[src/rtl/bdp_pkg.sv]
// Shared types and constants of the byte stream delta patcher.
package bdp_pkg;

  // Default width of data and patch positions
  localparam int POSITION_BITS_DEF = 64;

  // Varint accumulator width and overflow guard (top seven bits)
  localparam int VARINT_W = 64;
  localparam logic [VARINT_W-1:0] VARINT_TOP = 64'hFE00_0000_0000_0000;

  // Leading varint byte that ends the patch
  localparam logic [7:0] BYTE_PATCH_END = 8'h80;

  // Continuation flag position within a varint byte
  localparam int CONT_BIT = 7;

  // Item kinds carried on the input tuser
  typedef enum logic [1:0] {
    OP_PATCH = 2'd0,
    OP_DATA  = 2'd1,
    OP_END   = 2'd2
  } op_t;

  // Varint decode phase
  typedef enum logic [1:0] {
    PH_FIRST  = 2'd0,
    PH_INSIDE = 2'd1,
    PH_REPL   = 2'd2
  } phase_t;

  // Decoder outcome for one patch byte
  typedef struct packed {
    logic [VARINT_W-1:0] acc_nxt;
    phase_t              phase_nxt;
    logic                cand_ld;
    logic                end_set;
    logic                commit;
  } vint_res_t;

  // One result word
  typedef struct packed {
    logic       out_valid;
    logic [7:0] out_byte;
    logic       replaced;
    logic       want_diff;
    logic       patch_ended;
  } step_res_t;

endpackage

[src/rtl/byte_stream_delta_patcher.sv]
// Path: an accepted word is captured in the input register, processed into the result
//   register when that register is empty or taken, and offered on the output from then on.
// Throughput: one word per cycle unless out_tready stalls; the input and result registers
//   each hold one word, and the whole update (65-bit add and compare) sits between them.
// Reset: synchronous, active low; clears positions, decoder phase, pending entries and
//   the patch end flag, and empties both registers.
// Top level of the byte stream delta patcher.
module byte_stream_delta_patcher
  import bdp_pkg::*;
#(
  parameter int POSITION_BITS = POSITION_BITS_DEF
) (
  input  logic        clk,
  input  logic        rst_n,
  input  logic        in_tvalid,
  output logic        in_tready,
  input  logic [7:0]  in_tdata,   // [7:0] value
  input  logic [1:0]  in_tuser,   // [1:0] op
  output logic        out_tvalid,
  input  logic        out_tready,
  output logic [15:0] out_tdata,  // [7:0] out_byte, [8] want_diff, [9] patch_ended
  output logic [1:0]  out_tuser   // [0] out_valid, [1] replaced
);

  logic       in_vld_r, in_vld_nxt;
  logic [1:0] op_r;
  logic [7:0] val_r;
  logic       out_vld_r, out_vld_nxt;
  step_res_t  res_r;
  step_res_t  res_w;
  logic       adv;
  logic       fire;

  // Advance the result register when empty or taken
  assign adv       = !out_vld_r || out_tready;
  assign fire      = in_vld_r && adv;
  assign in_tready = !in_vld_r || adv;

  assign in_vld_nxt  = in_tready ? in_tvalid : in_vld_r;
  assign out_vld_nxt = adv ? in_vld_r : out_vld_r;

  bdp_step #(
    .POSITION_BITS(POSITION_BITS)
  ) u_step (
    .clk   (clk),
    .rst_n (rst_n),
    .fire  (fire),
    .op    (op_r),
    .value (val_r),
    .res   (res_w)
  );

  // Hold valid flags
  always_ff @(posedge clk) begin
    if (!rst_n) begin
      in_vld_r  <= 1'b0;
      out_vld_r <= 1'b0;
    end else begin
      in_vld_r  <= in_vld_nxt;
      out_vld_r <= out_vld_nxt;
    end
  end

  // Capture the input word and the result word
  always_ff @(posedge clk) begin
    if (in_tready) begin
      op_r  <= in_tuser;
      val_r <= in_tdata;
    end
    if (fire) begin
      res_r <= res_w;
    end
  end

  assign out_tvalid = out_vld_r;
  assign out_tdata  = {6'b0, res_r.patch_ended, res_r.want_diff, res_r.out_byte};
  assign out_tuser  = {res_r.replaced, res_r.out_valid};

endmodule

[src/rtl/bdp_varint.sv]
// Varint delta decoder: next accumulator, phase and candidate position for one patch byte.
module bdp_varint
  import bdp_pkg::*;
#(
  parameter int POSITION_BITS = POSITION_BITS_DEF
) (
  input  logic                     en,
  input  logic [7:0]               pbyte,
  input  phase_t                   phase,
  input  logic [VARINT_W-1:0]      acc,
  input  logic [POSITION_BITS-1:0] running,
  output vint_res_t                res,
  output logic [POSITION_BITS-1:0] cand
);

  localparam int SW = VARINT_W + 1;
  localparam int PAD = SW - POSITION_BITS;
  localparam logic [SW-1:0] MASK_EXT = {{PAD{1'b0}}, {POSITION_BITS{1'b1}}};

  logic [VARINT_W-1:0] n_w;
  logic [SW-1:0]       sum_w;
  logic                bad_w;
  logic                fin_w;

  // Value of the varint if this byte completes it
  assign n_w = (phase == PH_FIRST) ? {{(VARINT_W-8){1'b0}}, pbyte}
                                   : {acc[VARINT_W-8:0], pbyte[6:0]};

  // Candidate position and range check in one widened add
  assign sum_w = {1'b0, n_w} + {{PAD{1'b0}}, running};
  assign bad_w = (n_w == '1) || (sum_w >= MASK_EXT);
  assign cand  = sum_w[POSITION_BITS-1:0];

  always_comb begin
    res.acc_nxt   = acc;
    res.phase_nxt = phase;
    res.cand_ld   = 1'b0;
    res.end_set   = 1'b0;
    res.commit    = 1'b0;
    fin_w         = 1'b0;
    if (en) begin
      unique case (phase)
        PH_FIRST: begin
          if (pbyte == BYTE_PATCH_END) begin
            res.end_set = 1'b1;
          end else if (pbyte[CONT_BIT]) begin
            res.acc_nxt   = {{(VARINT_W-7){1'b0}}, pbyte[6:0]};
            res.phase_nxt = PH_INSIDE;
          end else begin
            fin_w = 1'b1;
          end
        end
        PH_INSIDE: begin
          if ((acc & VARINT_TOP) != '0) begin
            res.end_set = 1'b1;
          end else if (!pbyte[CONT_BIT]) begin
            fin_w = 1'b1;
          end else begin
            res.acc_nxt = n_w;
          end
        end
        PH_REPL: begin
          res.commit    = 1'b1;
          res.phase_nxt = PH_FIRST;
        end
        default: ;
      endcase
      // Close the varint: take the entry or end the patch on overflow
      if (fin_w) begin
        if (bad_w) begin
          res.end_set = 1'b1;
        end else begin
          res.acc_nxt   = '0;
          res.cand_ld   = 1'b1;
          res.phase_nxt = PH_REPL;
        end
      end
      if (res.end_set) begin
        res.acc_nxt   = '0;
        res.phase_nxt = PH_FIRST;
      end
    end
  end

endmodule

[src/rtl/bdp_step.sv]
// Patcher state and per-word update: positions, pending entries and the result word.
module bdp_step
  import bdp_pkg::*;
#(
  parameter int POSITION_BITS = POSITION_BITS_DEF
) (
  input  logic       clk,
  input  logic       rst_n,
  input  logic       fire,
  input  logic [1:0] op,
  input  logic [7:0] value,
  output step_res_t  res
);

  logic [POSITION_BITS-1:0] pos_r, pos_nxt;
  logic [VARINT_W-1:0]      acc_r, acc_nxt;
  phase_t                   phase_r, phase_nxt;
  logic [POSITION_BITS-1:0] cand_r, cand_nxt;
  logic [POSITION_BITS-1:0] running_r, running_nxt;
  logic [7:0]               ahead_byte_r, ahead_byte_nxt;
  logic                     ahead_valid_r, ahead_valid_nxt;
  logic [7:0]               here_byte_r, here_byte_nxt;
  logic                     here_valid_r, here_valid_nxt;
  logic                     done_r, done_nxt;

  logic                     en_patch;
  vint_res_t                vr;
  logic [POSITION_BITS-1:0] cand_w;
  logic [POSITION_BITS-1:0] pos_inc;

  // Patch bytes count only while the patch is live and nothing waits ahead
  assign en_patch = fire && (op == OP_PATCH) && !done_r && !ahead_valid_r;

  bdp_varint #(
    .POSITION_BITS(POSITION_BITS)
  ) u_varint (
    .en      (en_patch),
    .pbyte   (value),
    .phase   (phase_r),
    .acc     (acc_r),
    .running (running_r),
    .res     (vr),
    .cand    (cand_w)
  );

  // Saturating data position advance
  assign pos_inc = (pos_r != '1) ? pos_r + 1'b1 : pos_r;

  // Next state and result word
  always_comb begin
    pos_nxt         = pos_r;
    acc_nxt         = acc_r;
    phase_nxt       = phase_r;
    cand_nxt        = cand_r;
    running_nxt     = running_r;
    ahead_byte_nxt  = ahead_byte_r;
    ahead_valid_nxt = ahead_valid_r;
    here_byte_nxt   = here_byte_r;
    here_valid_nxt  = here_valid_r;
    done_nxt        = done_r;
    res.out_valid   = 1'b0;
    res.out_byte    = '0;
    res.replaced    = 1'b0;
    if (fire) begin
      unique case (op)
        OP_PATCH: begin
          acc_nxt   = vr.acc_nxt;
          phase_nxt = vr.phase_nxt;
          if (vr.cand_ld) begin
            cand_nxt = cand_w;
          end
          if (vr.end_set) begin
            done_nxt = 1'b1;
          end
          // File the finished entry here, ahead, or drop it if already passed
          if (vr.commit) begin
            running_nxt = cand_r;
            if (cand_r == pos_r) begin
              here_byte_nxt  = value;
              here_valid_nxt = 1'b1;
            end else if (cand_r > pos_r) begin
              ahead_byte_nxt  = value;
              ahead_valid_nxt = 1'b1;
            end
          end
        end
        OP_DATA: begin
          res.out_valid  = 1'b1;
          res.out_byte   = here_valid_r ? here_byte_r : value;
          res.replaced   = here_valid_r;
          here_valid_nxt = 1'b0;
          pos_nxt        = pos_inc;
          // Promote the waiting entry once the data position reaches it
          if (ahead_valid_r && (running_r == pos_inc)) begin
            here_byte_nxt   = ahead_byte_r;
            here_valid_nxt  = 1'b1;
            ahead_valid_nxt = 1'b0;
          end
        end
        OP_END: begin
          done_nxt  = 1'b1;
          phase_nxt = PH_FIRST;
          acc_nxt   = '0;
        end
        default: ;
      endcase
    end
    res.want_diff   = !done_nxt && !ahead_valid_nxt;
    res.patch_ended = done_nxt;
  end

  // Control state
  always_ff @(posedge clk) begin
    if (!rst_n) begin
      pos_r         <= '0;
      acc_r         <= '0;
      phase_r       <= PH_FIRST;
      running_r     <= '0;
      ahead_valid_r <= 1'b0;
      here_valid_r  <= 1'b0;
      done_r        <= 1'b0;
    end else begin
      pos_r         <= pos_nxt;
      acc_r         <= acc_nxt;
      phase_r       <= phase_nxt;
      running_r     <= running_nxt;
      ahead_valid_r <= ahead_valid_nxt;
      here_valid_r  <= here_valid_nxt;
      done_r        <= done_nxt;
    end
  end

  // Entry payload
  always_ff @(posedge clk) begin
    cand_r       <= cand_nxt;
    ahead_byte_r <= ahead_byte_nxt;
    here_byte_r  <= here_byte_nxt;
  end

  // A waiting entry always lies beyond the data position
  a_ahead_beyond: assert property (@(posedge clk) disable iff (!rst_n)
    ahead_valid_r |-> (running_r > pos_r))
    else $error("entry waits ahead at or behind the data position");

  // No replacement byte is expected once the patch has ended
  a_repl_live: assert property (@(posedge clk) disable iff (!rst_n)
    (phase_r == PH_REPL) |-> !done_r)
    else $error("replacement pending after patch end");

  // Patch end is sticky until reset
  a_done_sticky: assert property (@(posedge clk) disable iff (!rst_n)
    done_r |=> done_r)
    else $error("patch end flag cleared");

  // Accumulator is clear outside a multi-byte varint
  a_acc_clear: assert property (@(posedge clk) disable iff (!rst_n)
    (phase_r != PH_INSIDE) |-> (acc_r == '0))
    else $error("varint accumulator not clear between varints");

endmodule
[config.mk]
export PLATFORM = sky130hd
export DESIGN_NAME = byte_stream_delta_patcher
export DESIGN_NICKNAME = d
export VERILOG_FILES = /design/src/rtl/bdp_pkg.sv /design/src/rtl/byte_stream_delta_patcher.sv /design/src/rtl/bdp_varint.sv /design/src/rtl/bdp_step.sv
export SDC_FILE = /design/constraint.sdc
export NUM_CORES = 1
export LEC_CHECK = 0
export BUFFER_PORTS_ARGS = -buffer_cell sky130_fd_sc_hd__clkbuf_2
export CAP_MARGIN = 10
export CELL_PAD_IN_SITES_DETAIL_PLACEMENT = 1
export CELL_PAD_IN_SITES_GLOBAL_PLACEMENT = 1
export CORE_MARGIN = 5
export CORE_UTILIZATION = 30
export CTS_BUF_LIST = sky130_fd_sc_hd__clkbuf_4
export DETAILED_ROUTE_END_ITERATION = 10
export HOLD_SLACK_MARGIN = 0.08
export PLACE_DENSITY_LB_ADDON = 0.1
export SYNTH_ARGS = -nofsm -noshare
export SYNTH_HDL_FRONTEND = slang
export SYNTH_HIERARCHICAL = 1
export SYNTH_SLANG_ARGS = --single-unit
[constraint.sdc]
create_clock -name clk -period 9.6 [get_ports clk]
set_input_delay 1.92 -clock clk [delete_from_list [all_inputs] [get_ports clk]]
set_output_delay 1.92 -clock clk [all_outputs]
set_load 0.01 [all_outputs]
==> flow_summary.json, run 1 <==
{
  "pre_cts_ws_ps": 3080,
  "worstMarginPinSlew_ps": 1080,
  "drv_cap": 0,
  "postCtsSetupRepairBufs": 0,
  "hold_path.class": "reg -> reg",
  "syn_area_per_cell_sq_um": 8.00,
  "grt_antenna_before_repair": 2,
  "ctsLongestPathBuffers": 3,
  "die_area_sq_um": 85500,
  "synth.most_common_cell": "nand2_1",
  "synth-xor-area-share": 0.0897,
  "routedWlPerCell_microns": 26.4,
  "report.final.slew_viol_count": 0,
  "vias_per_cell": 5.78,
  "p_leak_nw": 8.57,
  "track_usage": 0.241,
  "rsz0062_at_grt": "no",
  "dp_cells": 3882,
  "synth-seq-cells": 301,
  "cts-root-buf": "clkbuf_4",
  "pwr-share-seq": 0.481,
  "netlist_area_sq_um": 23900,
  "yosys-mux-area-fraction": 0.00931,
  "fill_cells": 9508,
  "min_period_ps": 6640,
  "place_congestion": 0.949,
  "synth_fa_ha_area_frac": 0.0521,
  "route.detailed.drc": 0,
  "synth-simple-area-share": 0.259,
  "p_total_mw": 2.76,
  "fmax_mhz": 151,
  "synth_compound_area_frac": 0.234,
  "netSwitchingFraction": 0.263,
  "ys_warn_count": 6,
  "cts_max_level": 3,
  "cts_buffers": 93,
  "max_slew_margin": 0.279,
  "finalCritPeriodShare": 0.692,
  "cpMaxStageDelayCell": "nor4_2",
  "final_layout_size_suffix_gt1_frac": 0.108,
  "grt-ovfl-total": 0,
  "path_max_fanout": 64,
  "grt_max_degree": 109,
  "row_count": 103,
  "cp_top_family": "simple AND/OR/NAND/NOR gates",
  "cts_resized": 0,
  "stdcell_count": 4055,
  "hold_violations": 0,
  "hold_slack_ps": 503,
  "power_density_nw_per_um2": 107,
  "grt_pass1_wl_mm": 158,
  "setup_viol": 0,
  "critPathRequiredTime_ps": 10060,
  "wl_mm": 107,
  "initial_core_util": 0.303,
  "arrival_ps": 7110,
  "die_w_microns": 292,
  "vdd_ir_drop_max_uv": 71.1,
  "io_pins": 34,
  "cp-end-kind": "register",
  "tritoncts": "yes",
  "status": "complete, no violations",
  "synth_commonest_cells": "302 x nand2_1, 291 x a21oi_1, 235 x nor2_1, 199 x dfxtp_1, 186 x xnor2_1",
  "worst-path-buf-inv": 2,
  "synth_enable_flop_cells": 102,
  "ys_top_cells_by_area": "dfxtp_1 17%, edfxtp_1 13%, xnor2_1 6.8%",
  "combPwrFrac": 0.028,
  "portBuffers": 27,
  "core_sq_um": 79000,
  "ant_nets": 0,
  "cts.sinks": 301,
  "slowest_delay_ps": 820,
  "synth_seq_area_share": 0.294,
  "clk_pin_slew_ps": 70,
  "cts_hold_buf": 0,
  "dp_hpwl_mm": 82.9,
  "crit_chain": "buf_4, or2_4, nand2_1, nand2_1, ha_1, nand4_1, a21oi_1, o21ai_0, a2111oi_4, o21ai_1, nor3_1, a2bb2oi_2, o22ai_1, nor4_2, and4_1, nand4_1, nor4_2, nor4_1, and2_2, buf_4",
  "synth_top_family_by_area": "simple AND/OR/NAND/NOR gates",
  "areaGrowthSynthToFinish_pct": 8.18,
  "clk_latency_ps": 940,
  "grt_pass1_vias": 23400,
  "clkPwrFrac": 0.490,
  "synth_largest_area_cell": "dfxtp_1",
  "firstDrtPassIters": 6,
  "intPower_mw": 2.03,
  "synth_cell_types": 120,
  "fin_tns_setup_ps": 0,
  "fin_nets": 3036,
  "fin_ws_ps": 2960,
  "path_class": "reg -> reg",
  "synthArstFlopShare": 0,
  "startpoint_type": "register",
  "ys.flop_type": "dfxtp_1",
  "finClkSkew_ps": 120,
  "synth_cells": 2992,
  "drt_iter0_drc": 1756,
  "synth_top_cell_area_share": 0.166,
  "via_count": 23400,
  "die_height_microns": 292,
  "switching_power_uw": 726
}
-- routing by layer --
layer,GRT usage,part of all wire,vias to the layer above,wire (microns)
met2,0.374,0.44,579,46900
li1,-,-,10900,-
met4,0.0664,0.029,0,3080
met1,0.351,0.49,11800,52800
met3,0.0340,0.041,138,4350
met5,0,0,-,0
-- logic make-up (layout without fill, tap and decap cells) --
family	Yosys count	after routing
buffers and inverters	336	341
xor gates and xnor gates	245	245
other	1	9
AOI/OAI and AO/OA	846	846
adders and majority gates	100	100
muxes	21	21
and+or+nand+nor	1142	1142
DFF	301	301
-- state kept, by name, summed over array words and instances (netlist names), 2 cells and up --
signal,cells
out_tdata,10
u_step/cand_r,64
u_step/here_byte_r,8
val_r,8
u_step/ahead_byte_r,8
u_step/pos_r,64
u_step/acc_r,64
u_step/phase_r,2
out_tuser,2
op_r,2
u_step/running_r,64
-- final cells by class --
| type | instances | area (sq um) | area share |
|---|---|---|---|
| diodes | 3 | 7.51 | 0.000290 |
| repair buffers | 66 | 440 | 0.0170 |
| inverters | 105 | 399 | 0.0154 |
| flip-flops and latches | 301 | 7050 | 0.272 |
| clock inverters | 24 | 134 | 0.00517 |
| well taps | 1050 | 1310 | 0.0507 |
| clock buffers | 146 | 1100 | 0.0423 |
| multi-input cells | 2360 | 15500 | 0.597 |
-- worst min-delay path, cell delays in order (launching register included) --
cell,delay [ps]
edfxtp_1,370
nand2_1,60
a21oi_1,100
-- power by group through the flow --
| stage | logic (mW) | clock network [mW] | registers, mW |
|---|---|---|---|
| after floorplan | 0.0520 | 0 | 1.35 |
| after global placement | 0.0781 | 0 | 1.36 |
| after detailed placement | 0.0794 | 0 | 1.36 |
| after CTS | 0.0794 | 1.42 | 1.33 |
| after global routing | 0.0851 | 1.48 | 1.33 |
| final | 0.0781 | 1.35 | 1.33 |
-- cell usage in the layout, fill, tap and decap left out, types with 42 or more instances in the layout --
cell type | synthesis | final
nor3b_1 | 69 | 69
ha_1 | 94 | 94
and2_1 | 43 | 42
nor3_1 | 61 | 59
nand2b_1 | 49 | 47
nor2_1 | 235 | 235
a21oi_1 | 291 | 291
nor4_1 | 47 | 47
o21ai_0 | 132 | 132
xnor2_1 | 186 | 186
clkbuf_4 | 0 | 146
inv_1 | 105 | 104
nand4_1 | 92 | 92
dfxtp_1 | 199 | 198
nand2_1 | 302 | 301
xor2_1 | 59 | 59
a22o_1 | 56 | 56
edfxtp_1 | 102 | 102
nand3_1 | 66 | 66
a21o_1 | 46 | 46
-- metrics by stage --
step | instance area, sq um | utilization
3_3_place_gp | 24700 | 0.312
6_report | 25900 | 0.328
3_5_place_dp | 24700 | 0.312
5_1_grt | 25900 | 0.328
2_1_floorplan | 24000 | -
4_1_cts | 25900 | 0.328
-- worst paths after layout --
| kind | from | to | slack [ps] | depth (start not counted) |
|---|---|---|---|---|
| worst max-delay path | u_step/phase_r[1] | u_step/cand_r[48] | 2960 | 20 |
| worst max register to register | u_step/phase_r[1] | u_step/cand_r[48] | 2960 | 20 |
| worst min-delay path | u_step/cand_r[26] | u_step/running_r[26] | 500 | 2 |
| worst min register to register | u_step/cand_r[26] | u_step/running_r[26] | 500 | 2 |
(Power assumes the default switching activity.)
==> run 2: changes to the inputs <==
==> constraint.sdc (replaced) <==
create_clock -name clk -period 5.8 [get_ports clk]
set_input_delay 1.16 -clock clk [delete_from_list [all_inputs] [get_ports clk]]
set_output_delay 1.16 -clock clk [all_outputs]
set_load 0.01 [all_outputs]
==> run 2 against run 1 <==
Net effect:
- clock-buffer cell count is 12 lower
- largest cell class unchanged
- first-iteration DRC count increased by 8.4%
- largest power group is now sequential cells
- hold slack lost 36 ps
- combinational power up 90%
- routed wire length rose by 3.0%
- fmax increased by 21%
- worst setup slack worse by 2700 ps
- critical path type unchanged
- cell count up 2.2%
- sequential share of layout area is 0.84 points lower
==> flow_summary.json, run 2 (synthesized netlist as in run 1, its figures left out) <==
{
  "status": "complete, no violations",
  "fin_nets": 3129,
  "routedWlPerCell_microns": 26.6,
  "firstDrtPassIters": 5,
  "cts-root-buf": "clkbuf_4",
  "grt_pass1_wl_mm": 162,
  "io_pins": 34,
  "path_class": "reg -> reg",
  "p_leak_nw": 9.07,
  "track_usage": 0.248,
  "layout_common_cells": "301 x nand2_1, 288 x a21oi_1, 235 x nor2_1, 198 x dfxtp_1, 186 x xnor2_1",
  "dp_hpwl_mm": 87.6,
  "r2r-start": "val_r[4]",
  "grt_pass1_vias": 23800,
  "r2r_slack_ps": 300,
  "finClkSkew_ps": 130,
  "grt-ovfl-total": 0,
  "finalCritPeriodShare": 0.948,
  "portBuffers": 27,
  "drt_iter0_drc": 1903,
  "critPathRequiredTime_ps": 6390,
  "cts_buffers": 94,
  "route.detailed.drc": 0,
  "areaGrowthSynthToFinish_pct": 11.6,
  "die_height_microns": 292,
  "max_slew_margin": 0.227,
  "reg2reg_to": "out_tdata[8]",
  "fill_cells": 9507,
  "p_total_mw": 4.53,
  "hold_path.class": "in -> reg",
  "multi_input_area_sq_um": 15600,
  "die_area_sq_um": 85500,
  "vias_per_cell": 5.75,
  "fin_tns_setup_ps": 0,
  "via_count": 23800,
  "clk_latency_ps": 910,
  "ant_nets": 0,
  "path_max_fanout": 6,
  "hold_violations": 0,
  "startpoint_type": "register",
  "clk_pin_slew_ps": 70,
  "grt_max_degree": 95,
  "ctsLongestPathBuffers": 3,
  "vdd_ir_drop_max_uv": 116,
  "report.final.slew_viol_count": 0,
  "worst-r2r-cell-count": 19,
  "row_count": 103,
  "seq_area_sq_um": 7050,
  "drv_cap": 0,
  "final_layout_size_suffix_gt1_frac": 0.135,
  "fin_ws_ps": 304,
  "cp-end-kind": "register",
  "tritoncts": "yes",
  "grt_antenna_before_repair": 3,
  "hold_start": "in_tdata[1]",
  "min_period_ps": 5500,
  "power_density_nw_per_um2": 169,
  "core_sq_um": 79000,
  "place_congestion": 0.923,
  "worstHoldEndpoint": "val_r[1]",
  "hold_depth": 1,
  "fmax_mhz": 182,
  "final_util": 0.338,
  "die_w_microns": 292,
  "cts_max_level": 3,
  "worstMarginPinSlew_ps": 1150,
  "cts.sinks": 301,
  "mostFrequentLayoutCell": "nand2_1",
  "arrival_ps": 6090,
  "cts_hold_buf": 0,
  "hold_slack_ps": 467,
  "initial_core_util": 0.303,
  "wl_mm": 110,
  "pre_cts_ws_ps": -16.6,
  "setup_viol": 0
}
-- run 2: changes by cell type in the layout (fill, tap and decap cells not counted), moves of 3 or more --
cell and change:
buf_4 +84, clkbuf_4 -12, clkinv_1 +7, buf_12 +5, a21oi_1 -3, a21oi_2 +3
buf_6 +3, clkinv_2 +3, ha_1 -3, inv_2 +3
-- run 2: metrics by stage --
step	instances	cell area (sq um)
final	4145	26700
after global routing	4143	26700
after CTS	4137	26600
after detailed placement	3969	25400
after global placement	3969	25400
after floorplan	2997	24000
-- run 2: report_power, final --
part / internal [mW] / switching [mW]
Combinational: 0.0374 / 0.110
Sequential: 2.18 / 0.0103
Clock: 1.11 / 1.08
-- run 2: how the worst max path moves through the flow --
stage,from,end,slack [ps],depth (start not counted)
after global routing,u_step/phase_r[1],u_step/done_r,-20,24
after floorplan,u_step/phase_r[0],u_step/cand_r[0],10,26
final,val_r[4],out_tdata[8],300,19
after detailed placement,u_step/phase_r[1],out_tdata[8],-20,22
after CTS,u_step/phase_r[0],out_tdata[8],20,23
after global placement,u_step/phase_r[1],out_tdata[8],90,22
-- run 2: timing repair --
| item | CTS | global route |
|---|---|---|
| gates resized for setup | 2 | 20 |
| cloned | 0 | 0 |
| buffers inserted | 0 | 5 |
| endpoints found under the setup margin | 26 | 67 |
| pin swaps | 0 | 9 |
-- run 2: area by class of cell --
class,instances,area share
Antenna cell,3,0.000281
Sequential cell,301,0.264
Clock inverter,34,0.00661
Multi-Input combinational cell,2360,0.582
Timing Repair Buffer,158,0.0451
Tap cell,1050,0.0492
Clock buffer,134,0.0377
Inverter,105,0.0149
-- run 2: worst max-delay path: stages (launching register included) --
cell and delay (ps):
edfxtp_1 490, ha_1 450, and2_1 190, nand3_1 160
a2111o_1 520, a311o_1 410, a211oi_4 350, nor4_4 110
o41a_2 450, nor3_1 230, mux2_1 360, a21oi_2 160
nand4_1 190, nor4_4 380, buf_4 210, o21bai_1 70
a21oi_1 170, nor2_1 80, o21bai_1 190, a21oi_1 70
-- run 2: layer usage --
metal	wire, microns	vias up	GRT usage
li1	-	11100	-
met2	46500	595	0.367
met1	54300	12000	0.364
met3	4710	176	0.0345
met5	13	-	0
met4	4700	2	0.0992
